## src/amrp_pkg.sv

```systemverilog
// ----------------------------------------------------------------------------
// amrp_pkg
// Shared types and constants of the AT modem receive parser.
// ----------------------------------------------------------------------------
package amrp_pkg;

  localparam int SIZE_W = 11;

  // Item modes.
  localparam logic [1:0] MODE_BYTE      = 2'd0;
  localparam logic [1:0] MODE_LINK_OPEN = 2'd1;
  localparam logic [1:0] MODE_CLR_REPLY = 2'd2;
  localparam logic [1:0] MODE_CLR_SIZE  = 2'd3;

  // Reply status codes.
  localparam logic [1:0] REPLY_NONE  = 2'd0;
  localparam logic [1:0] REPLY_OK    = 2'd1;
  localparam logic [1:0] REPLY_ERROR = 2'd2;

  // Characters the parser looks for.
  localparam logic [7:0] CH_NUL   = 8'h00;
  localparam logic [7:0] CH_LF    = 8'h0A;
  localparam logic [7:0] CH_PLUS  = 8'h2B;
  localparam logic [7:0] CH_COMMA = 8'h2C;
  localparam logic [7:0] CH_0     = 8'h30;
  localparam logic [7:0] CH_9     = 8'h39;
  localparam logic [7:0] CH_COLON = 8'h3A;
  localparam logic [7:0] CH_C     = 8'h43;
  localparam logic [7:0] CH_D     = 8'h44;
  localparam logic [7:0] CH_E     = 8'h45;
  localparam logic [7:0] CH_I     = 8'h49;
  localparam logic [7:0] CH_K     = 8'h4B;
  localparam logic [7:0] CH_L     = 8'h4C;
  localparam logic [7:0] CH_O     = 8'h4F;
  localparam logic [7:0] CH_P     = 8'h50;
  localparam logic [7:0] CH_R     = 8'h52;
  localparam logic [7:0] CH_S     = 8'h53;

  typedef struct packed {
    logic [1:0] mode;
    logic [7:0] rx_byte;
  } item_t;

  typedef struct packed {
    logic [7:0]        payload_byte;
    logic              payload_valid;
    logic              payload_last;
    logic [SIZE_W-1:0] payload_size;
    logic              line_ready;
    logic [1:0]        reply_status;
    logic              connected;
    logic              link_closed;
    logic              frame_start;
    logic              length_error;
  } res_t;

endpackage

```

## src/amrp_if.sv

```systemverilog
// ----------------------------------------------------------------------------
// amrp_item_if / amrp_res_if
// Valid/ready channels for input words and result words.
// ----------------------------------------------------------------------------
interface amrp_item_if;
  logic       valid;
  logic       ready;
  logic [1:0] mode;
  logic [7:0] rx_byte;

  modport source (output valid, mode, rx_byte, input ready);
  modport sink (input valid, mode, rx_byte, output ready);
endinterface

interface amrp_res_if;
  logic        valid;
  logic        ready;
  logic [7:0]  payload_byte;
  logic        payload_valid;
  logic        payload_last;
  logic [10:0] payload_size;
  logic        line_ready;
  logic [1:0]  reply_status;
  logic        connected;
  logic        link_closed;
  logic        frame_start;
  logic        length_error;

  modport source (output valid, payload_byte, payload_valid, payload_last, payload_size,
                  line_ready, reply_status, connected, link_closed, frame_start,
                  length_error, input ready);
  modport sink (input valid, payload_byte, payload_valid, payload_last, payload_size,
                line_ready, reply_status, connected, link_closed, frame_start,
                length_error, output ready);
endinterface

```

## src/at_modem_receive_parser_top.sv

```systemverilog
// ----------------------------------------------------------------------------
// at_modem_receive_parser_top
// Receive parser for an AT modem link: reply lines, +IPD frames, CLOSED.
//
//   channel  | dir | word contents
//   ---------+-----+----------------------------------------------------------
//   item     | in  | mode, rx_byte
//   result   | out | payload byte/valid/last, size, line, reply, link, pulses
//
// One word per cycle sustained while the sink takes every result word; an
// accepted item word sits in the input register and is written into the
// result register once that register is free, from where the sink can take
// its result word. The whole parser update for one word fits between them.
// Reset (rst, synchronous) clears all parser state and the valid flags of both registers.
// A stalled result holds; input words keep flowing while the result register
// is free or being taken in the same cycle.
// ----------------------------------------------------------------------------
module at_modem_receive_parser_top
  import amrp_pkg::*;
#(
  parameter int LINE_CAPACITY = 128,
  parameter int MAX_PAYLOAD   = 1024
) (
  input  logic       clk,
  input  logic       rst,
  amrp_item_if.sink  item,
  amrp_res_if.source result
);

  logic  fire;
  logic  held_valid;
  logic  out_free;
  item_t held;
  res_t  res;

  amrp_in_stage u_in (
    .clk        (clk),
    .rst        (rst),
    .item       (item),
    .fire       (fire),
    .held_valid (held_valid),
    .held       (held)
  );

  amrp_core #(
    .LINE_CAPACITY (LINE_CAPACITY),
    .MAX_PAYLOAD   (MAX_PAYLOAD)
  ) u_core (
    .clk        (clk),
    .rst        (rst),
    .held_valid (held_valid),
    .held       (held),
    .out_free   (out_free),
    .fire       (fire),
    .res        (res)
  );

  amrp_out_stage u_out (
    .clk      (clk),
    .rst      (rst),
    .fire     (fire),
    .res      (res),
    .out_free (out_free),
    .result   (result)
  );

endmodule

```

## src/amrp_in_stage.sv

```systemverilog
// ----------------------------------------------------------------------------
// amrp_in_stage
// Input register: holds one accepted word until the core consumes it.
// ----------------------------------------------------------------------------
module amrp_in_stage
  import amrp_pkg::*;
(
  input  logic         clk,
  input  logic         rst,
  amrp_item_if.sink    item,
  input  logic         fire,
  output logic         held_valid,
  output item_t        held
);

  logic accept;

  assign item.ready = !held_valid || fire;
  assign accept     = item.valid && item.ready;

  always_ff @(posedge clk) begin
    if (rst) begin
      held_valid <= 1'b0;
    end else if (accept) begin
      held_valid <= 1'b1;
    end else if (fire) begin
      held_valid <= 1'b0;
    end
  end

  always_ff @(posedge clk) begin
    if (accept) begin
      held.mode    <= item.mode;
      held.rx_byte <= item.rx_byte;
    end
  end

endmodule

```

## src/amrp_core.sv

```systemverilog
// ----------------------------------------------------------------------------
// amrp_core
// Parser state and the combinational update for one word.
// ----------------------------------------------------------------------------
module amrp_core
  import amrp_pkg::*;
#(
  parameter int LINE_CAPACITY = 128,
  parameter int MAX_PAYLOAD   = 1024
) (
  input  logic  clk,
  input  logic  rst,
  input  logic  held_valid,
  input  item_t held,
  input  logic  out_free,
  output logic  fire,
  output res_t  res
);

  localparam int LC_W  = $clog2(LINE_CAPACITY + 1);
  localparam int LEN_W = $clog2(MAX_PAYLOAD + 1);
  localparam int ACC_W = LEN_W + 4;

  localparam logic [1:0] PH_REPLY   = 2'd0;
  localparam logic [1:0] PH_HEADER  = 2'd1;
  localparam logic [1:0] PH_PAYLOAD = 2'd2;

  logic [39:0]      recent_bytes, recent_bytes_next;
  logic [LC_W-1:0]  line_count, line_count_next;
  logic             line_flag, line_flag_next;
  logic [1:0]       reply_latch, reply_latch_next;
  logic             link_open, link_open_next;
  logic [1:0]       phase, phase_next;
  logic [LEN_W-1:0] length_accum, length_accum_next;
  logic             digits_done, digits_done_next;
  logic [LEN_W-1:0] payload_count, payload_count_next;
  logic [LEN_W-1:0] size_latch, size_latch_next;

  logic [7:0]       b;
  logic [ACC_W-1:0] acc_wide;
  logic [LEN_W:0]   count_inc;
  logic             ipd, cls, okm, erm;
  logic             pvalid, plast, closed, fstart, lerr;

  assign fire = held_valid && out_free;
  assign b    = held.rx_byte;

  // Length times ten plus the new digit, wide enough not to wrap.
  assign acc_wide = (ACC_W'(length_accum) << 3) + (ACC_W'(length_accum) << 1)
                  + ACC_W'(b[3:0]);
  assign count_inc = {1'b0, payload_count} + 1'b1;

  assign ipd = link_open && b == CH_COMMA && recent_bytes[7:0] == CH_D &&
               recent_bytes[15:8] == CH_P && recent_bytes[23:16] == CH_I &&
               recent_bytes[31:24] == CH_PLUS;
  assign cls = link_open && b == CH_D && recent_bytes[7:0] == CH_E &&
               recent_bytes[15:8] == CH_S && recent_bytes[23:16] == CH_O &&
               recent_bytes[31:24] == CH_L && recent_bytes[39:32] == CH_C;
  assign okm = b == CH_K && recent_bytes[7:0] == CH_O;
  assign erm = b == CH_R && recent_bytes[7:0] == CH_O && recent_bytes[15:8] == CH_R &&
               recent_bytes[23:16] == CH_R && recent_bytes[31:24] == CH_E;

  always_comb begin
    recent_bytes_next  = recent_bytes;
    line_count_next    = line_count;
    line_flag_next     = line_flag;
    reply_latch_next   = reply_latch;
    link_open_next     = link_open;
    phase_next         = phase;
    length_accum_next  = length_accum;
    digits_done_next   = digits_done;
    payload_count_next = payload_count;
    size_latch_next    = size_latch;
    pvalid = 1'b0;
    plast  = 1'b0;
    closed = 1'b0;
    fstart = 1'b0;
    lerr   = 1'b0;

    case (held.mode)
      MODE_LINK_OPEN: begin
        link_open_next = 1'b1;
      end
      MODE_CLR_REPLY: begin
        recent_bytes_next = '0;
        line_count_next   = '0;
        line_flag_next    = 1'b0;
        reply_latch_next  = REPLY_NONE;
      end
      MODE_CLR_SIZE: begin
        if (phase != PH_PAYLOAD) begin
          size_latch_next = '0;
        end
      end
      default: begin
        case (phase)
          PH_HEADER: begin
            if (b == CH_COLON) begin
              size_latch_next    = length_accum;
              payload_count_next = '0;
              if (length_accum == '0) begin
                // An empty frame ends right at the colon.
                phase_next        = PH_REPLY;
                recent_bytes_next = '0;
                line_count_next   = '0;
                line_flag_next    = 1'b0;
              end else begin
                phase_next = PH_PAYLOAD;
              end
            end else if (!digits_done && (b inside {[CH_0:CH_9]})) begin
              if (acc_wide > ACC_W'(MAX_PAYLOAD)) begin
                length_accum_next = LEN_W'(MAX_PAYLOAD);
                lerr = 1'b1;
              end else begin
                length_accum_next = acc_wide[LEN_W-1:0];
              end
            end else begin
              digits_done_next = 1'b1;
            end
          end
          PH_PAYLOAD: begin
            pvalid = 1'b1;
            payload_count_next = count_inc[LEN_W-1:0];
            if (count_inc >= {1'b0, size_latch}) begin
              plast             = 1'b1;
              phase_next        = PH_REPLY;
              recent_bytes_next = '0;
              line_count_next   = '0;
              line_flag_next    = 1'b0;
            end
          end
          default: begin
            if (line_count >= LC_W'(LINE_CAPACITY)) begin
              // Line is full: the byte is dropped and not matched.
              line_flag_next = 1'b1;
            end else begin
              line_count_next   = line_count + 1'b1;
              recent_bytes_next = {recent_bytes[31:0], b};
              if (reply_latch == REPLY_NONE) begin
                if (okm) begin
                  reply_latch_next = REPLY_OK;
                end else if (erm) begin
                  reply_latch_next = REPLY_ERROR;
                end
              end
              if (b == CH_NUL || b == CH_LF) begin
                line_flag_next = 1'b1;
              end
              if (ipd) begin
                fstart            = 1'b1;
                phase_next        = PH_HEADER;
                length_accum_next = '0;
                digits_done_next  = 1'b0;
                recent_bytes_next = '0;
                line_count_next   = '0;
                line_flag_next    = 1'b0;
              end
              if (cls) begin
                closed            = 1'b1;
                link_open_next    = 1'b0;
                recent_bytes_next = '0;
                line_count_next   = '0;
                line_flag_next    = 1'b0;
              end
            end
          end
        endcase
      end
    endcase
  end

  always_ff @(posedge clk) begin
    if (rst) begin
      recent_bytes  <= '0;
      line_count    <= '0;
      line_flag     <= 1'b0;
      reply_latch   <= REPLY_NONE;
      link_open     <= 1'b0;
      phase         <= PH_REPLY;
      length_accum  <= '0;
      digits_done   <= 1'b0;
      payload_count <= '0;
      size_latch    <= '0;
    end else if (fire) begin
      recent_bytes  <= recent_bytes_next;
      line_count    <= line_count_next;
      line_flag     <= line_flag_next;
      reply_latch   <= reply_latch_next;
      link_open     <= link_open_next;
      phase         <= phase_next;
      length_accum  <= length_accum_next;
      digits_done   <= digits_done_next;
      payload_count <= payload_count_next;
      size_latch    <= size_latch_next;
    end
  end

  always_comb begin
    res.payload_byte  = pvalid ? b : 8'd0;
    res.payload_valid = pvalid;
    res.payload_last  = plast;
    res.payload_size  = SIZE_W'(size_latch_next);
    res.line_ready    = line_flag_next;
    res.reply_status  = reply_latch_next;
    res.connected     = link_open_next;
    res.link_closed   = closed;
    res.frame_start   = fstart;
    res.length_error  = lerr;
  end

endmodule

```

## src/amrp_out_stage.sv

```systemverilog
// ----------------------------------------------------------------------------
// amrp_out_stage
// Result register: holds one result word until the sink takes it.
// ----------------------------------------------------------------------------
module amrp_out_stage
  import amrp_pkg::*;
(
  input  logic        clk,
  input  logic        rst,
  input  logic        fire,
  input  res_t        res,
  output logic        out_free,
  amrp_res_if.source  result
);

  logic res_valid;
  res_t res_q;

  assign out_free = !res_valid || result.ready;

  always_ff @(posedge clk) begin
    if (rst) begin
      res_valid <= 1'b0;
    end else if (fire) begin
      res_valid <= 1'b1;
    end else if (result.ready) begin
      res_valid <= 1'b0;
    end
  end

  always_ff @(posedge clk) begin
    if (fire) begin
      res_q <= res;
    end
  end

  assign result.valid         = res_valid;
  assign result.payload_byte  = res_q.payload_byte;
  assign result.payload_valid = res_q.payload_valid;
  assign result.payload_last  = res_q.payload_last;
  assign result.payload_size  = res_q.payload_size;
  assign result.line_ready    = res_q.line_ready;
  assign result.reply_status  = res_q.reply_status;
  assign result.connected     = res_q.connected;
  assign result.link_closed   = res_q.link_closed;
  assign result.frame_start   = res_q.frame_start;
  assign result.length_error  = res_q.length_error;

endmodule

```

## src/flat_wrapper.sv

```systemverilog
// flat-port wrapper written by rule: the top's interface ports become plain ports
module at_modem_receive_parser_top_flat import amrp_pkg::*;
#(
  parameter int LINE_CAPACITY = 128,
  parameter int MAX_PAYLOAD   = 1024
)
  (clk, rst, item_valid, item_mode, item_rx_byte, item_ready, result_valid, result_payload_byte, result_payload_valid, result_payload_last, result_payload_size, result_line_ready, result_reply_status, result_connected, result_link_closed, result_frame_start, result_length_error, result_ready);
  amrp_item_if item_i ();
  amrp_res_if result_i ();
  input  logic clk;
  input  logic rst;
  input wire logic [$bits(item_i.valid)-1:0] item_valid;
  input wire logic [$bits(item_i.mode)-1:0] item_mode;
  input wire logic [$bits(item_i.rx_byte)-1:0] item_rx_byte;
  output wire logic [$bits(item_i.ready)-1:0] item_ready;
  output wire logic [$bits(result_i.valid)-1:0] result_valid;
  output wire logic [$bits(result_i.payload_byte)-1:0] result_payload_byte;
  output wire logic [$bits(result_i.payload_valid)-1:0] result_payload_valid;
  output wire logic [$bits(result_i.payload_last)-1:0] result_payload_last;
  output wire logic [$bits(result_i.payload_size)-1:0] result_payload_size;
  output wire logic [$bits(result_i.line_ready)-1:0] result_line_ready;
  output wire logic [$bits(result_i.reply_status)-1:0] result_reply_status;
  output wire logic [$bits(result_i.connected)-1:0] result_connected;
  output wire logic [$bits(result_i.link_closed)-1:0] result_link_closed;
  output wire logic [$bits(result_i.frame_start)-1:0] result_frame_start;
  output wire logic [$bits(result_i.length_error)-1:0] result_length_error;
  input wire logic [$bits(result_i.ready)-1:0] result_ready;
  assign item_i.valid = item_valid;
  assign item_i.mode = item_mode;
  assign item_i.rx_byte = item_rx_byte;
  assign item_ready = item_i.ready;
  assign result_valid = result_i.valid;
  assign result_payload_byte = result_i.payload_byte;
  assign result_payload_valid = result_i.payload_valid;
  assign result_payload_last = result_i.payload_last;
  assign result_payload_size = result_i.payload_size;
  assign result_line_ready = result_i.line_ready;
  assign result_reply_status = result_i.reply_status;
  assign result_connected = result_i.connected;
  assign result_link_closed = result_i.link_closed;
  assign result_frame_start = result_i.frame_start;
  assign result_length_error = result_i.length_error;
  assign result_i.ready = result_ready;
  at_modem_receive_parser_top #(.LINE_CAPACITY(LINE_CAPACITY), .MAX_PAYLOAD(MAX_PAYLOAD)) u_core (.clk(clk), .rst(rst), .item(item_i), .result(result_i));
endmodule
```

## config.mk

```make
export PLATFORM = sky130hd
export DESIGN_NAME = at_modem_receive_parser_top_flat
export DESIGN_NICKNAME = d
export VERILOG_FILES = /design/src/amrp_pkg.sv /design/src/amrp_if.sv /design/src/at_modem_receive_parser_top.sv /design/src/amrp_in_stage.sv /design/src/amrp_core.sv /design/src/amrp_out_stage.sv /design/src/flat_wrapper.sv
export SDC_FILE = /design/constraint.sdc
export NUM_CORES = 1
export LEC_CHECK = 0
export ABC_AREA = 1
export BUFFER_PORTS_ARGS = -buffer_cell sky130_fd_sc_hd__buf_2
export CORE_ASPECT_RATIO = 0.8
export CORE_MARGIN = 4
export CORE_UTILIZATION = 30
export CTS_CLUSTER_SIZE = 24
export DETAILED_ROUTE_END_ITERATION = 8
export PLACE_DENSITY = 0.54
export SLEW_MARGIN = 15
export SYNTH_ARGS = -nofsm -noshare
export SYNTH_HDL_FRONTEND = slang
export SYNTH_SLANG_ARGS = --single-unit
```

## constraint.sdc

```tcl
create_clock -name clk -period 3.8 [get_ports clk]
set_input_delay 0 -clock clk [delete_from_list [all_inputs] [get_ports clk]]
set_output_delay 0 -clock clk [all_outputs]
set_load 0.005 [all_outputs]
```

==> results of run 1 <==
## kinds of logic after synthesis
| group | Yosys count | share of synthesized area |
|---|---|---|
| AO/OA/AOI/OAI | 134 | 0.0948 |
| XOR/XNOR | 14 | 0.0165 |
| adder cells (fa/ha/maj) | 43 | 0.0743 |
| buffers and inverters | 231 | 0.124 |
| flip-flops | 128 | 0.395 |
| AND/OR/NAND/NOR | 513 | 0.295 |
## what timing repair did
action / CTS / global route
gates resized for setup: 0 / 0
endpoints found under the hold margin: 12 / 0
hold buffers: 14 / 0
## stage by stage
step | setup slack [ns] | util | std cells | instance area, um^2
global route | 0.275 | 0.356 | 1443 | 8670
global placement | 0.673 | 0.326 | 1397 | 7940
CTS | 0.616 | 0.356 | 1443 | 8670
floorplan | 1.18 | - | 1063 | 7440
finish | 0.622 | 0.356 | 1443 | 8670
detailed placement | 0.618 | 0.326 | 1397 | 7940
## path summary, 6_finish.rpt
| path | startpoint | endpoint | slack [ns] | cells after the start |
|---|---|---|---|---|
| max | u_core.u_core.payload_count[0]$_SDFFE_PP0P_ | u_core.u_core.recent_bytes[10]$_SDFFE_PP0P_ | 0.62 | 16 |
| min | rst | u_core.u_core.payload_count[10]$_SDFFE_PP0P_ | 0.20 | 2 |
| max reg2reg | u_core.u_core.payload_count[0]$_SDFFE_PP0P_ | u_core.u_core.recent_bytes[10]$_SDFFE_PP0P_ | 0.62 | 16 |
| min reg2reg | u_core.u_core.digits_done$_SDFFE_PP0P_ | u_core.u_core.digits_done$_SDFFE_PP0P_ | 0.47 | 2 |
## power by group through the flow
| stage | Clock [mW] | Combinational [mW] | Sequential (mW) |
|---|---|---|---|
| after CTS | 1.67 | 0.313 | 1.52 |
| after global placement | 0 | 0.299 | 1.55 |
| after global routing | 1.74 | 0.360 | 1.53 |
| after detailed placement | 0 | 0.300 | 1.55 |
| final | 1.64 | 0.313 | 1.52 |
| after floorplan | 0 | 0.220 | 1.54 |
## critical path, delay by kind of cell, from the launching register on
kind	cells	cell delay, ns
AOI/OAI and AO/OA	1	0.20
xor gates and xnor gates	1	0.14
adders and majority gates	2	0.46
buffers and inverters	2	0.40
DFF	1	0.36
and+or+nand+nor	10	1.50
## layout make-up
| cell class | count | area (um^2) | share of cell area |
|---|---|---|---|
| Tap cell | 318 | 398 | 0.0459 |
| Inverter | 198 | 743 | 0.0857 |
| Timing Repair Buffer | 63 | 413 | 0.0476 |
| Sequential cell | 128 | 2940 | 0.339 |
| Clock buffer | 22 | 497 | 0.0573 |
| Multi-Input combinational cell | 704 | 3580 | 0.413 |
| Clock inverter | 10 | 96.3 | 0.0111 |
## sequential cells by signal, summed over array words and instances, names as in the netlist, 2 cells and up
register and count:
u_core.u_core.recent_bytes 40, u_core.u_out.result.payload_byte 8, u_core.u_in.held 10, u_core.u_core.line_count 8, u_core.u_core.length_accum 11, u_core.u_core.payload_count 11
u_core.u_core.size_latch 11, u_core.u_core.phase 2, u_core.u_out.result.payload_size 11, u_core.u_out.result.reply_status 2, u_core.u_core.reply_latch 2
## layout by cell type, fill, tap and decap left out, types with 3 or more instances in the layout
cell type / n
a21oi_1: 68
buf_2: 43
buf_4: 5
clkbuf_16: 19
dfxtp_1: 90
dlygate4sd3_1: 14
edfxtp_1: 38
ha_1: 41
inv_1: 187
inv_2: 10
inv_6: 3
nand2_1: 233
nand2_2: 3
nand3_1: 44
nand3b_1: 3
nand4_1: 34
nor2_1: 157
nor2_2: 3
nor3_1: 20
nor4_1: 3
o21ai_0: 41
o21ai_1: 6
o22ai_1: 11
or2_0: 4
xnor2_1: 4
xor2_1: 10
## per-layer routing
metal / GRT usage / share of wire / vias up
met3: 0.0373 / 0.063 / 13
met5: 0 / 0 / -
met1: 0.233 / 0.54 / 3017
met2: 0.192 / 0.39 / 161
li1: - / - / 3471
met4: 0.0333 / 0.0086 / 0
==> run_summary.xml, run 1 <==
<?xml version="1.0" encoding="UTF-8"?>
<metrics>
  <group name="critical_path">
    <metric name="endpoint_type_of_the_worst_setup_path" unit="">flop</metric>
    <metric name="timing.critical_path.cells" unit="">ha_1 -&gt; nand2_1 -&gt; nor3_1 -&gt; nand3_1 -&gt; xor2_1 -&gt; inv_1 -&gt; ha_1 -&gt; and3_1 -&gt; nand4_1 -&gt; nor2_1 -&gt; nand2_1 -&gt; nand4_2 -&gt; nand4_4 -&gt; buf_12 -&gt; o21ai_0 -&gt; nor2_1</metric>
    <metric name="timing.critical_path.fanout_max" unit="">34</metric>
    <metric name="crit_path_top_delay_cell" unit="">nand4_4</metric>
    <metric name="timing.critical_path.slowest_cell_delay" unit="ns">0.37</metric>
    <metric name="crit_required" unit="ns">4.12</metric>
    <metric name="worstSetupStartpointType" unit="">flop</metric>
    <metric name="worst_ep_arrival_time" unit="ns">3.49</metric>
    <metric name="worstSetupPathType" unit="">reg -&gt; reg</metric>
  </group>
  <group name="final_layout">
    <metric name="antenna_cells_inserted" unit="">0</metric>
    <metric name="flow.area_growth_from_synthesis" unit="%">16.5</metric>
    <metric name="fin_nets" unit="">1169</metric>
    <metric name="nFillCells" unit="">2640</metric>
    <metric name="post_route_cells_drive_above_1_share" unit="">0.0907</metric>
  </group>
  <group name="timing">
    <metric name="timing.max_slew.rel_slack" unit="">0.420</metric>
    <metric name="clock_skew" unit="ns">0.0142</metric>
    <metric name="worst-slew-pin-transition" unit="ns">0.870</metric>
    <metric name="fin_worst_hold_slack" unit="ns">0.196</metric>
    <metric name="timing.fmax" unit="MHz">315</metric>
    <metric name="min_period" unit="ns">3.18</metric>
    <metric name="timing_max_transition_violations_final" unit="">0</metric>
    <metric name="setup_viol" unit="">0</metric>
    <metric name="final_total_negative_setup_slack" unit="ns">0</metric>
    <metric name="finalCritPeriodShare" unit="">0.836</metric>
    <metric name="final_hold_violation_count" unit="">0</metric>
    <metric name="setup_repair_after_global_routing_missed_its_margin" unit="">no</metric>
  </group>
  <group name="synth">
    <metric name="synth.ff_latch_count" unit="">128</metric>
    <metric name="synth_fp_nets" unit="">1120</metric>
    <metric name="synthesized_instance_count" unit="">1063</metric>
    <metric name="async_reset_ff_frac" unit="">0</metric>
    <metric name="yosys.cell_count.top_type" unit="">nand2_1</metric>
    <metric name="part_of_the_yosys_area_used_for_sequential_elements" unit="">0.395</metric>
    <metric name="post-synth-top-area-cell" unit="">dfxtp_1</metric>
    <metric name="yosysWarnings" unit="">0</metric>
    <metric name="number_of_synthesized_flops_with_an_enable_pin" unit="">38</metric>
    <metric name="synth.cell_area" unit="mm^2">0.00744</metric>
    <metric name="synthesis.area_per_instance" unit="um^2">7.00</metric>
    <metric name="synthTopCellsByCount" unit="">nand2_1 (233), inv_1 (187), nor2_1 (157)</metric>
    <metric name="netlist_top_cells_area" unit="">dfxtp_1 (24%), edfxtp_1 (15%), nand2_1 (12%)</metric>
    <metric name="synth_top_cell_area_share" unit="">0.242</metric>
    <metric name="ys_types" unit="">40</metric>
    <metric name="synth-main-ff-cell" unit="">dfxtp_1</metric>
  </group>
  <group name="grt">
    <metric name="first_global_vias" unit="">5995</metric>
    <metric name="gr-total-overflow" unit="">0</metric>
    <metric name="grt_use_total" unit="">0.146</metric>
    <metric name="number_of_antenna_violations_at_the_first_check_in_global_routing" unit="">0</metric>
    <metric name="maximum_number_of_pins_on_one_net_before_global_route_repair" unit="">48</metric>
    <metric name="grt_pass1_wl" unit="um">31800</metric>
  </group>
  <group name="route">
    <metric name="finalWirelength" unit="um">19500</metric>
    <metric name="drcViolationCount" unit="">0</metric>
    <metric name="antenna_violating_nets_post_route" unit="">0</metric>
    <metric name="via_total_after_detailed_routing" unit="">6662</metric>
    <metric name="wire_per_inst" unit="um">13.5</metric>
    <metric name="drtIter0Drc" unit="">542</metric>
    <metric name="drt_pass1_iterations" unit="">5</metric>
    <metric name="vias_per_cell" unit="">4.62</metric>
  </group>
  <group name="clock_network">
    <metric name="clk_transition_reported_paths" unit="ns">0.06</metric>
    <metric name="cts_tree" unit="">built</metric>
    <metric name="clkLatencyLatePin" unit="ns">0.43</metric>
    <metric name="cts_htree_levels" unit="">4</metric>
    <metric name="cts_max_path_buffers" unit="">2</metric>
    <metric name="cts_inserted_buffers" unit="">17</metric>
    <metric name="post_cts.repair.setup_buffers" unit="">0</metric>
    <metric name="clock_root_buffer" unit="">clkbuf_16</metric>
    <metric name="clkSinkCount" unit="">128</metric>
  </group>
  <group name="worst_hold_path">
    <metric name="hold_class" unit="">in -&gt; reg</metric>
  </group>
  <group name="floorplanning">
    <metric name="core_area" unit="mm^2">0.0244</metric>
    <metric name="start_util" unit="">0.305</metric>
    <metric name="top_level_ports" unit="">44</metric>
    <metric name="die-height" unit="um">149</metric>
    <metric name="fp.dieW" unit="um">184</metric>
    <metric name="dieArea" unit="mm^2">0.0274</metric>
    <metric name="row_count" unit="">51</metric>
  </group>
  <group name="place">
    <metric name="dpl.hpwl" unit="um">14500</metric>
    <metric name="globalplace.congestion" unit="">0.872</metric>
    <metric name="placement.io_buffers" unit="">43</metric>
  </group>
  <group name="pwr">
    <metric name="power.sequential.fraction" unit="">0.437</metric>
    <metric name="power.switching_fraction" unit="">0.257</metric>
    <metric name="power_per_cell_area" unit="mW/mm^2">401</metric>
    <metric name="power_switching" unit="mW">0.892</metric>
    <metric name="fin_total_pwr" unit="mW">3.48</metric>
    <metric name="power.share.clock" unit="">0.473</metric>
    <metric name="leakagePower" unit="nW">4.03</metric>
    <metric name="p_comb_frac" unit="">0.090</metric>
    <metric name="worst_ir_drop_vdd" unit="mV">0.281</metric>
    <metric name="power.internal" unit="mW">2.59</metric>
  </group>
  <group name="flow_run">
    <metric name="max-cap-violations" unit="">0</metric>
  </group>
  <group name="run_status">
    <metric name="status" unit="">completed</metric>
  </group>
</metrics>
(Power assumes the default switching activity.)
==> inputs of run 2 (changes only) <==
--- a/config.mk
+++ b/config.mk
@@ -5,7 +5,7 @@
 export SDC_FILE = /design/constraint.sdc
 export NUM_CORES = 1
 export LEC_CHECK = 0
-export ABC_AREA = 1
+export ABC_AREA = 0
 export BUFFER_PORTS_ARGS = -buffer_cell sky130_fd_sc_hd__buf_2
 export CORE_ASPECT_RATIO = 0.8
 export CORE_MARGIN = 4
==> constraint.sdc (replaced) <==
create_clock -name clk -period 3.1 [get_ports clk]
set_input_delay 0 -clock clk [delete_from_list [all_inputs] [get_ports clk]]
set_output_delay 0 -clock clk [all_outputs]
set_load 0.005 [all_outputs]
==> run 2 against run 1 <==
Effect of this change:
- the flow now finishes with violations (negative setup slack)
- hold slack lost 0.071 ns
- clock-buffer cell count is 1 lower
- critical path depth is 3 lower
- clock power grew 32%
- maximum frequency hardly changed
- highest routed layer unchanged
- routed wire length is 2.6% lower
==> run_summary.xml, run 2 <==
<?xml version="1.0" encoding="UTF-8"?>
<metrics>
  <group name="critical_path">
    <metric name="cp.buffers_inverters" unit="">3</metric>
    <metric name="crit_top_cell" unit="">inv_2</metric>
    <metric name="worstSetupPathType" unit="">reg -&gt; reg</metric>
    <metric name="reg2reg_setup_slack" unit="ns">-0.08</metric>
    <metric name="timing.critical_path.cells" unit="">inv_2 -&gt; fa_2 -&gt; inv_2 -&gt; ha_1 -&gt; a21o_1 -&gt; nand4_1 -&gt; a21oi_2 -&gt; o2111a_1 -&gt; a221oi_2 -&gt; or4_4 -&gt; buf_12 -&gt; nor2_4 -&gt; nor4b_2</metric>
    <metric name="top_family_by_delay_on_critical_path" unit="">adder cells</metric>
    <metric name="timing.critical_path.to" unit="">u_core.u_out.result.length_error$_SDFFCE_PP0P_</metric>
    <metric name="crit_path_top_delay_cell" unit="">fa_2</metric>
    <metric name="worst_ep_arrival_time" unit="ns">3.34</metric>
    <metric name="rr_worst_depth" unit="">13</metric>
    <metric name="crit_required" unit="ns">3.27</metric>
    <metric name="timing.critical_path.slowest_cell_delay" unit="ns">0.61</metric>
    <metric name="critical_path.reg2reg.startpoint" unit="">u_core.u_core.length_accum[2]$_SDFFE_PP0P_</metric>
    <metric name="worstSetupStartpointType" unit="">flop</metric>
    <metric name="timing.critical_path.fanout_max" unit="">3</metric>
    <metric name="critical_path_cell_count" unit="">13</metric>
    <metric name="timing.rr.end" unit="">u_core.u_out.result.length_error$_SDFFCE_PP0P_</metric>
    <metric name="cp-startpoint" unit="">u_core.u_core.length_accum[2]$_SDFFE_PP0P_</metric>
    <metric name="endpoint_type_of_the_worst_setup_path" unit="">flop</metric>
  </group>
  <group name="clock_network">
    <metric name="clkLatencyLatePin" unit="ns">0.42</metric>
    <metric name="clkSinkCount" unit="">128</metric>
    <metric name="cts_max_path_buffers" unit="">2</metric>
    <metric name="cts_tree" unit="">built</metric>
    <metric name="clock_root_buffer" unit="">clkbuf_16</metric>
    <metric name="cts_htree_levels" unit="">4</metric>
    <metric name="clk_transition_reported_paths" unit="ns">0.06</metric>
    <metric name="cts_inserted_buffers" unit="">17</metric>
  </group>
  <group name="final_layout">
    <metric name="post_route_cells_drive_above_1_share" unit="">0.307</metric>
    <metric name="finalCoreUtilization" unit="">0.433</metric>
    <metric name="layoutNonFillerInstCount" unit="">1119</metric>
    <metric name="nFillCells" unit="">1989</metric>
    <metric name="flow.area_growth_from_synthesis" unit="%">39.3</metric>
    <metric name="top_register" unit="">u_core.u_core.recent_bytes</metric>
    <metric name="antenna_cells_inserted" unit="">0</metric>
    <metric name="layout_commonest_cell" unit="">dfxtp_1</metric>
    <metric name="layout_common_cells" unit="">dfxtp_1 (81), nand2_1 (65), buf_4 (61)</metric>
    <metric name="design_area" unit="mm^2">0.00908</metric>
    <metric name="largest_reg_flops" unit="">40</metric>
    <metric name="fin_nets" unit="">894</metric>
  </group>
  <group name="route">
    <metric name="vias_per_cell" unit="">5.23</metric>
    <metric name="drcViolationCount" unit="">0</metric>
    <metric name="drt_pass1_iterations" unit="">5</metric>
    <metric name="wire_per_inst" unit="um">16.9</metric>
    <metric name="antenna_violating_nets_post_route" unit="">0</metric>
    <metric name="drtIter0Drc" unit="">524</metric>
    <metric name="finalWirelength" unit="um">19000</metric>
    <metric name="via_total_after_detailed_routing" unit="">5852</metric>
  </group>
  <group name="timing">
    <metric name="setup_repair_after_global_routing_missed_its_margin" unit="">yes</metric>
    <metric name="finalCritPeriodShare" unit="">1.02</metric>
    <metric name="worst-slew-pin-transition" unit="ns">0.818</metric>
    <metric name="final_hold_violation_count" unit="">0</metric>
    <metric name="timing.fmax" unit="MHz">315</metric>
    <metric name="clock_skew" unit="ns">0.00851</metric>
    <metric name="min_period" unit="ns">3.18</metric>
    <metric name="final_critical_path_setup_slack" unit="ns">-0.0766</metric>
    <metric name="fin_worst_hold_slack" unit="ns">0.126</metric>
    <metric name="setup_viol" unit="">9</metric>
    <metric name="timing_max_transition_violations_final" unit="">0</metric>
    <metric name="timing.max_slew.rel_slack" unit="">0.455</metric>
  </group>
  <group name="floorplanning">
    <metric name="die-height" unit="um">140</metric>
    <metric name="dieArea" unit="mm^2">0.0242</metric>
    <metric name="fp.dieW" unit="um">173</metric>
    <metric name="top_level_ports" unit="">44</metric>
    <metric name="core_area" unit="mm^2">0.0210</metric>
    <metric name="row_count" unit="">47</metric>
    <metric name="start_util" unit="">0.310</metric>
  </group>
  <group name="pwr">
    <metric name="p_comb_frac" unit="">0.071</metric>
    <metric name="power.sequential.fraction" unit="">0.417</metric>
    <metric name="power.share.clock" unit="">0.511</metric>
    <metric name="power_per_cell_area" unit="mW/mm^2">468</metric>
    <metric name="power_switching" unit="mW">0.978</metric>
    <metric name="power.internal" unit="mW">3.27</metric>
    <metric name="leakagePower" unit="nW">3.58</metric>
    <metric name="worst_ir_drop_vdd" unit="mV">0.344</metric>
    <metric name="power.switching_fraction" unit="">0.230</metric>
  </group>
  <group name="worst_hold_path">
    <metric name="hold_class" unit="">in -&gt; reg</metric>
    <metric name="holdCritStartpoint" unit="">rst</metric>
  </group>
  <group name="grt">
    <metric name="grt_pass1_wl" unit="um">29000</metric>
    <metric name="maximum_number_of_pins_on_one_net_before_global_route_repair" unit="">50</metric>
    <metric name="gr-total-overflow" unit="">0</metric>
    <metric name="grt_use_total" unit="">0.147</metric>
    <metric name="number_of_antenna_violations_at_the_first_check_in_global_routing" unit="">0</metric>
    <metric name="first_global_vias" unit="">5395</metric>
  </group>
  <group name="run_status">
    <metric name="status" unit="">finished, violations left</metric>
    <metric name="violated_checks" unit="">negative setup slack</metric>
  </group>
  <group name="synth">
    <metric name="yosysWarnings" unit="">0</metric>
    <metric name="synthTopCellsByCount" unit="">dfxtp_1 (90), nand2_1 (78), a21oi_1 (66), nand3_1 (66), nor2_1 (47)</metric>
    <metric name="number_of_synthesized_flops_with_an_enable_pin" unit="">38</metric>
    <metric name="synth_top_cell_area_share" unit="">0.276</metric>
    <metric name="synth-main-ff-cell" unit="">dfxtp_1</metric>
    <metric name="part_of_the_yosys_area_used_for_sequential_elements" unit="">0.452</metric>
    <metric name="async_reset_ff_frac" unit="">0</metric>
    <metric name="post-synth-top-area-cell" unit="">dfxtp_1</metric>
    <metric name="synth_fp_nets" unit="">774</metric>
    <metric name="netlist_top_cells_area" unit="">dfxtp_1 (28%), edfxtp_1 (18%), ha_1 (7.9%)</metric>
    <metric name="synthesized_instance_count" unit="">717</metric>
    <metric name="synth.cell_area" unit="mm^2">0.00652</metric>
    <metric name="synthesis.area_per_instance" unit="um^2">9.09</metric>
    <metric name="ys_types" unit="">60</metric>
    <metric name="yosys.cell_count.top_type" unit="">dfxtp_1</metric>
    <metric name="synth.ff_latch_count" unit="">128</metric>
  </group>
  <group name="place">
    <metric name="dpl.cell_count" unit="">1051</metric>
    <metric name="dpl.hpwl" unit="um">12800</metric>
    <metric name="globalplace.congestion" unit="">0.826</metric>
    <metric name="place_area" unit="mm^2">0.00748</metric>
    <metric name="placement.io_buffers" unit="">43</metric>
  </group>
  <group name="flow_run">
    <metric name="max-cap-violations" unit="">0</metric>
  </group>
</metrics>
run 2: cell types whose count changed after synthesis, moves of 16 or more:
cell      delta
nand2_1    -155
inv_1      -152
nor2_1     -110
nand4_1     -28
o21ai_0     -26
nand3_1     +22
a22o_1      +21
clkbuf_1    +17
a22oi_1     +16
run 2: final cells by class:
cell class,instances,area [um^2],area share
sequential,128,2960,0.326
clock buffer,21,526,0.0579
timing repair buffer,141,1230,0.135
multi-input combinational,514,3770,0.415
tap,269,337,0.0371
inverter,35,131,0.0145
clock inverter,11,134,0.0147
run 2: per-stage QoR:
stage	setup WS (ns)	power [mW]	setup TNS [ns]
detailed placement	-0.177	2.03	-2.88
global placement	-0.168	2.03	-1.48
floorplan	0.00255	1.92	0
global route	-0.203	4.39	-3.36
CTS	-0.0113	4.23	-0.0430
finish	-0.0766	4.25	-0.332
run 2: power groups by stage:
stage	combinational [mW]	clock (mW)	sequential, mW
after floorplan	0.113	0	1.81
after global placement	0.222	0	1.81
after detailed placement	0.223	0	1.81
after CTS	0.245	2.22	1.77
after global routing	0.323	2.29	1.78
final	0.302	2.17	1.77
run 2: how the worst min path moves through the flow:
stage | to | slack, ns | cells past startpoint
floorplan | u_core.u_in.held[0]$_DFFE_PP_ | 0.1 | 0
global placement | u_core.u_in.held[8]$_DFFE_PP_ | 0.18 | 1
global route | u_core.u_in.held_valid$_SDFFE_PP0P_ | 0.16 | 2
detailed placement | u_core.u_in.held[5]$_DFFE_PP_ | 0.18 | 1
CTS | u_core.u_in.held_valid$_SDFFE_PP0P_ | 0.13 | 2
finish | u_core.u_out.result.valid$_SDFFE_PP0P_ | 0.13 | 2
run 2: cell families (layout without fill, tap and decap cells):
group | after synthesis | in the layout | synth area share
simple gates | 290 | 290 | 0.230
xor+xnor | 16 | 16 | 0.0215
flops | 128 | 128 | 0.452
compound gates | 162 | 162 | 0.164
buf+inv | 75 | 208 | 0.0442
mux | 3 | 3 | 0.00461
fa+ha+maj | 43 | 43 | 0.0849
run 2: timing repair:
action / in CTS / in global routing
resized for setup: 27 / 99
endpoints found under the setup margin: 56 / 62
endpoints found under the hold margin: 12 / 0
cloned: 1 / 6
hold buffers: 12 / 0
buffers inserted: 6 / 12
pin swaps: 19 / 55
run 2: layer usage:
layer  vias up  routed length [um]  global-route usage
li1       2862                   -                   -
met4         0                 154              0.0378
met5         -                   0                   0
met2       137                7700               0.194
met1      2843               10300               0.237
met3        10                 851              0.0306
==> inputs of run 3 (changes only) <==
--- a/config.mk
+++ b/config.mk
@@ -9,10 +9,11 @@
 export BUFFER_PORTS_ARGS = -buffer_cell sky130_fd_sc_hd__buf_2
 export CORE_ASPECT_RATIO = 0.8
 export CORE_MARGIN = 4
-export CORE_UTILIZATION = 30
+export CORE_UTILIZATION = 60
 export CTS_CLUSTER_SIZE = 24
 export DETAILED_ROUTE_END_ITERATION = 8
-export PLACE_DENSITY = 0.54
+export MAX_ROUTING_LAYER = met4
+export PLACE_DENSITY = 0.88
 export SLEW_MARGIN = 15
 export SYNTH_ARGS = -nofsm -noshare
 export SYNTH_HDL_FRONTEND = slang
==> constraint.sdc (replaced) <==
create_clock -name clk -period 3.1 [get_ports clk]
set_input_delay 0 -clock clk [delete_from_list [all_inputs] [get_ports clk]]
set_output_delay 0 -clock clk [all_outputs]
set_load 0.05 [all_outputs]
==> run 3 against run 2 <==
Effect of this change:
- the run still ends with negative setup slack left
- routed wire length up 25%
- total power down 3.8%
- clock power down 11%
- first-iteration DRC count rose to 2.6 times the previous value
- non-clock buffer count down 17
- sequential share of layout area up 0.20 points
- flip-flop and latch count unchanged
- combinational power up 25%
- register-to-register slack worse by 0.21 ns
- critical path type unchanged
==> run_summary.xml, run 3 (synthesis gave the netlist of run 2 again) <==
<?xml version="1.0" encoding="UTF-8"?>
<metrics>
  <group name="clock_network">
    <metric name="clkSinkCount" unit="">128</metric>
    <metric name="cts_htree_levels" unit="">4</metric>
    <metric name="clk_transition_reported_paths" unit="ns">0.06</metric>
    <metric name="cts_max_path_buffers" unit="">2</metric>
    <metric name="clock_root_buffer" unit="">clkbuf_16</metric>
    <metric name="clkLatencyLatePin" unit="ns">0.43</metric>
    <metric name="cts_tree" unit="">built</metric>
    <metric name="cts_inserted_buffers" unit="">17</metric>
  </group>
  <group name="pwr">
    <metric name="power.switching_fraction" unit="">0.254</metric>
    <metric name="p_comb_frac" unit="">0.093</metric>
    <metric name="power.share.clock" unit="">0.472</metric>
    <metric name="fin_total_pwr" unit="mW">4.09</metric>
    <metric name="leakagePower" unit="nW">3.53</metric>
    <metric name="worst_ir_drop_vdd" unit="mV">0.462</metric>
    <metric name="power_per_cell_area" unit="mW/mm^2">453</metric>
    <metric name="power.sequential.fraction" unit="">0.435</metric>
    <metric name="power_switching" unit="mW">1.04</metric>
    <metric name="power.internal" unit="mW">3.05</metric>
  </group>
  <group name="place">
    <metric name="placement.io_buffers" unit="">43</metric>
    <metric name="dpl.hpwl" unit="um">11600</metric>
    <metric name="globalplace.congestion" unit="">0.955</metric>
    <metric name="dpl.cell_count" unit="">901</metric>
  </group>
  <group name="grt">
    <metric name="gr-usage-met3" unit="">0.0712</metric>
    <metric name="grt_pass1_wl" unit="um">28300</metric>
    <metric name="grt.met1_usage" unit="">0.376</metric>
    <metric name="first_global_vias" unit="">5612</metric>
    <metric name="gr-total-overflow" unit="">0</metric>
    <metric name="grt_use_met2" unit="">0.441</metric>
    <metric name="grt_use_total" unit="">0.286</metric>
    <metric name="number_of_antenna_violations_at_the_first_check_in_global_routing" unit="">0</metric>
    <metric name="top_usage_layer" unit="">met2</metric>
    <metric name="maximum_number_of_pins_on_one_net_before_global_route_repair" unit="">42</metric>
  </group>
  <group name="run_status">
    <metric name="violated_checks" unit="">negative setup slack</metric>
    <metric name="status" unit="">finished, violations left</metric>
  </group>
  <group name="critical_path">
    <metric name="cp.buffers_inverters" unit="">3</metric>
    <metric name="worstSetupStartpointType" unit="">flop</metric>
    <metric name="timing.critical_path.slowest_cell_delay" unit="ns">0.53</metric>
    <metric name="endpoint_type_of_the_worst_setup_path" unit="">flop</metric>
    <metric name="crit_path_top_delay_cell" unit="">fa_2</metric>
    <metric name="top_family_by_delay_on_critical_path" unit="">simple AND/OR/NAND/NOR gates</metric>
    <metric name="timing.rr.end" unit="">u_core.u_core.length_accum[3]$_SDFFE_PP0P_</metric>
    <metric name="worst_ep_arrival_time" unit="ns">3.73</metric>
    <metric name="crit_required" unit="ns">3.45</metric>
    <metric name="reg2reg_setup_slack" unit="ns">-0.28</metric>
    <metric name="worstSetupPathType" unit="">reg -&gt; reg</metric>
    <metric name="timing.critical_path.fanout_max" unit="">7</metric>
    <metric name="rr_worst_depth" unit="">10</metric>
    <metric name="critical_path.reg2reg.startpoint" unit="">u_core.u_in.held[3]$_DFFE_PP_</metric>
    <metric name="timing.critical_path.cells" unit="">inv_2 -&gt; fa_1 -&gt; buf_4 -&gt; fa_2 -&gt; inv_1 -&gt; or4_1 -&gt; nor4_1 -&gt; a41oi_2 -&gt; nor3_4 -&gt; a22o_1</metric>
  </group>
  <group name="route">
    <metric name="drt_pass1_iterations" unit="">6</metric>
    <metric name="drcViolationCount" unit="">0</metric>
    <metric name="vias_per_cell" unit="">7.04</metric>
    <metric name="wire_per_inst" unit="um">24.3</metric>
    <metric name="drtIter0Drc" unit="">1344</metric>
    <metric name="antenna_violating_nets_post_route" unit="">0</metric>
    <metric name="via_total_after_detailed_routing" unit="">6868</metric>
    <metric name="finalWirelength" unit="um">23700</metric>
  </group>
  <group name="timing">
    <metric name="fin_worst_hold_slack" unit="ns">0.265</metric>
    <metric name="setup_repair_after_global_routing_missed_its_margin" unit="">yes</metric>
    <metric name="min_period" unit="ns">3.38</metric>
    <metric name="final_critical_path_setup_slack" unit="ns">-0.282</metric>
    <metric name="timing.fmax" unit="MHz">296</metric>
    <metric name="finalCritPeriodShare" unit="">1.09</metric>
    <metric name="worst-slew-pin-transition" unit="ns">1.06</metric>
    <metric name="timing.max_slew.rel_slack" unit="">0.296</metric>
    <metric name="timing_max_transition_violations_final" unit="">0</metric>
    <metric name="final_hold_violation_count" unit="">0</metric>
    <metric name="setup_viol" unit="">61</metric>
    <metric name="clock_skew" unit="ns">0.0162</metric>
  </group>
  <group name="floorplanning">
    <metric name="start_util" unit="">0.626</metric>
    <metric name="fp.dieW" unit="um">125</metric>
    <metric name="row_count" unit="">33</metric>
    <metric name="dieArea" unit="mm^2">0.0126</metric>
    <metric name="top_level_ports" unit="">44</metric>
    <metric name="core_area" unit="mm^2">0.0104</metric>
    <metric name="die-height" unit="um">101</metric>
  </group>
  <group name="final_layout">
    <metric name="nFillCells" unit="">429</metric>
    <metric name="multi_input_area" unit="mm^2">0.00411</metric>
    <metric name="layout_commonest_cell" unit="">dfxtp_1</metric>
    <metric name="layoutNonFillerInstCount" unit="">975</metric>
    <metric name="largest_reg_flops" unit="">40</metric>
    <metric name="antenna_cells_inserted" unit="">0</metric>
    <metric name="fin_nets" unit="">879</metric>
    <metric name="post_route_cells_drive_above_1_share" unit="">0.364</metric>
    <metric name="seqCellArea" unit="mm^2">0.00295</metric>
    <metric name="finalCoreUtilization" unit="">0.867</metric>
    <metric name="top_register" unit="">u_core.u_core.recent_bytes</metric>
    <metric name="layout_common_cells" unit="">dfxtp_1 (83), a21oi_2 (47), nor2_1 (45)</metric>
    <metric name="flow.area_growth_from_synthesis" unit="%">38.4</metric>
  </group>
  <group name="worst_hold_path">
    <metric name="hold_class" unit="">in -&gt; reg</metric>
    <metric name="holdPathStages" unit="">2</metric>
    <metric name="holdCritStartpoint" unit="">rst</metric>
    <metric name="hold-path-endpoint" unit="">u_core.u_core.size_latch[8]$_SDFFE_PP0P_</metric>
  </group>
  <group name="flow_run">
    <metric name="max-cap-violations" unit="">0</metric>
  </group>
</metrics>
==> run 3: cell types whose count changed in the layout (fill, tap and decap cells not counted), moves of 4 or more <==
cell      delta
nand2_2      +6
nand2_4     +17
buf_4       -17
nand3_2     +18
nand3_1     -19
clkinv_2     +4
a21oi_1     -26
a21oi_2     +25
clkbuf_1     +4
nand2_1     -23
==> run 3: worst max-delay path by stage <==
stage,startpoint,endpoint,slack (ns),cells after the start
after floorplan,u_core.u_in.held[3]$_DFFE_PP_,u_core.u_core.length_accum[2]$_SDFFE_PP0P_,0.003,12
after global placement,u_core.u_in.held[3]$_DFFE_PP_,u_core.u_core.length_accum[2]$_SDFFE_PP0P_,0.02,11
after detailed placement,u_core.u_core.length_accum[2]$_SDFFE_PP0P_,u_core.u_core.length_accum[6]$_SDFFE_PP0P_,-0.09,12
after CTS,u_core.u_in.held[3]$_DFFE_PP_,u_core.u_core.length_accum[3]$_SDFFE_PP0P_,-0.12,12
after global routing,u_core.u_in.held[3]$_DFFE_PP_,u_core.u_core.length_accum[3]$_SDFFE_PP0P_,-0.38,10
final,u_core.u_in.held[3]$_DFFE_PP_,u_core.u_core.length_accum[3]$_SDFFE_PP0P_,-0.28,10
==> run 3: cell type report <==
class,count,share of cell area
inverters,35,0.0146
multi-input cells,516,0.456
flip-flops and latches,128,0.328
clock inverters,8,0.00541
well taps,140,0.0194
repair buffers,124,0.119
clock buffers,24,0.0572
==> run 3: worst register-to-register path: cells and delay by family, from the launching register on <==
| family | cells | cell delay (ns) |
|---|---|---|
| and+or+nand+nor | 3 | 1.14 |
| adders and majority gates | 2 | 0.97 |
| AOI/OAI and AO/OA | 2 | 0.47 |
| DFF | 1 | 0.43 |
| buffers and inverters | 3 | 0.31 |
==> run 3: metal layers <==
layer / part of all wire / routed length [um] / up-vias
met3: 0.13 / 2970 / 203
met4: 0.068 / 1600 / 0
met1: 0.35 / 8380 / 3173
li1: - / - / 2843
met2: 0.45 / 10700 / 649
met5: 0 / 0 / -
==> run 3: power groups by stage <==
| stage | clock [mW] | combinational, mW | sequential [mW] |
|---|---|---|---|
| 6_report | 1.93 | 0.379 | 1.78 |
| 5_1_grt | 2.01 | 0.390 | 1.78 |
| 4_1_cts | 1.90 | 0.253 | 1.77 |
| 3_5_place_dp | 0 | 0.232 | 1.81 |
| 3_3_place_gp | 0 | 0.226 | 1.81 |
| 2_1_floorplan | 0 | 0.113 | 1.84 |
==> run 3: repair_timing <==
item,4_1_cts,5_1_grt
endpoints found under the hold margin,12,0
pin swaps,22,84
setup buffers,8,11
gates resized for setup,9,197
cloned,0,11
hold buffers,12,0
setup endpoints to repair,53,62
==> run 3: through the flow <==
| stage | instance area [um^2] | setup slack [ns] | setup TNS, ns |
|---|---|---|---|
| 6_report | 9020 | -0.282 | -6.73 |
| 5_1_grt | 9020 | -0.383 | -11.49 |
| 2_1_floorplan | 6540 | 0.00255 | 0 |
| 3_3_place_gp | 7140 | 0.0179 | 0 |
| 4_1_cts | 7920 | -0.117 | -0.834 |
| 3_5_place_dp | 7140 | -0.0860 | -0.730 |
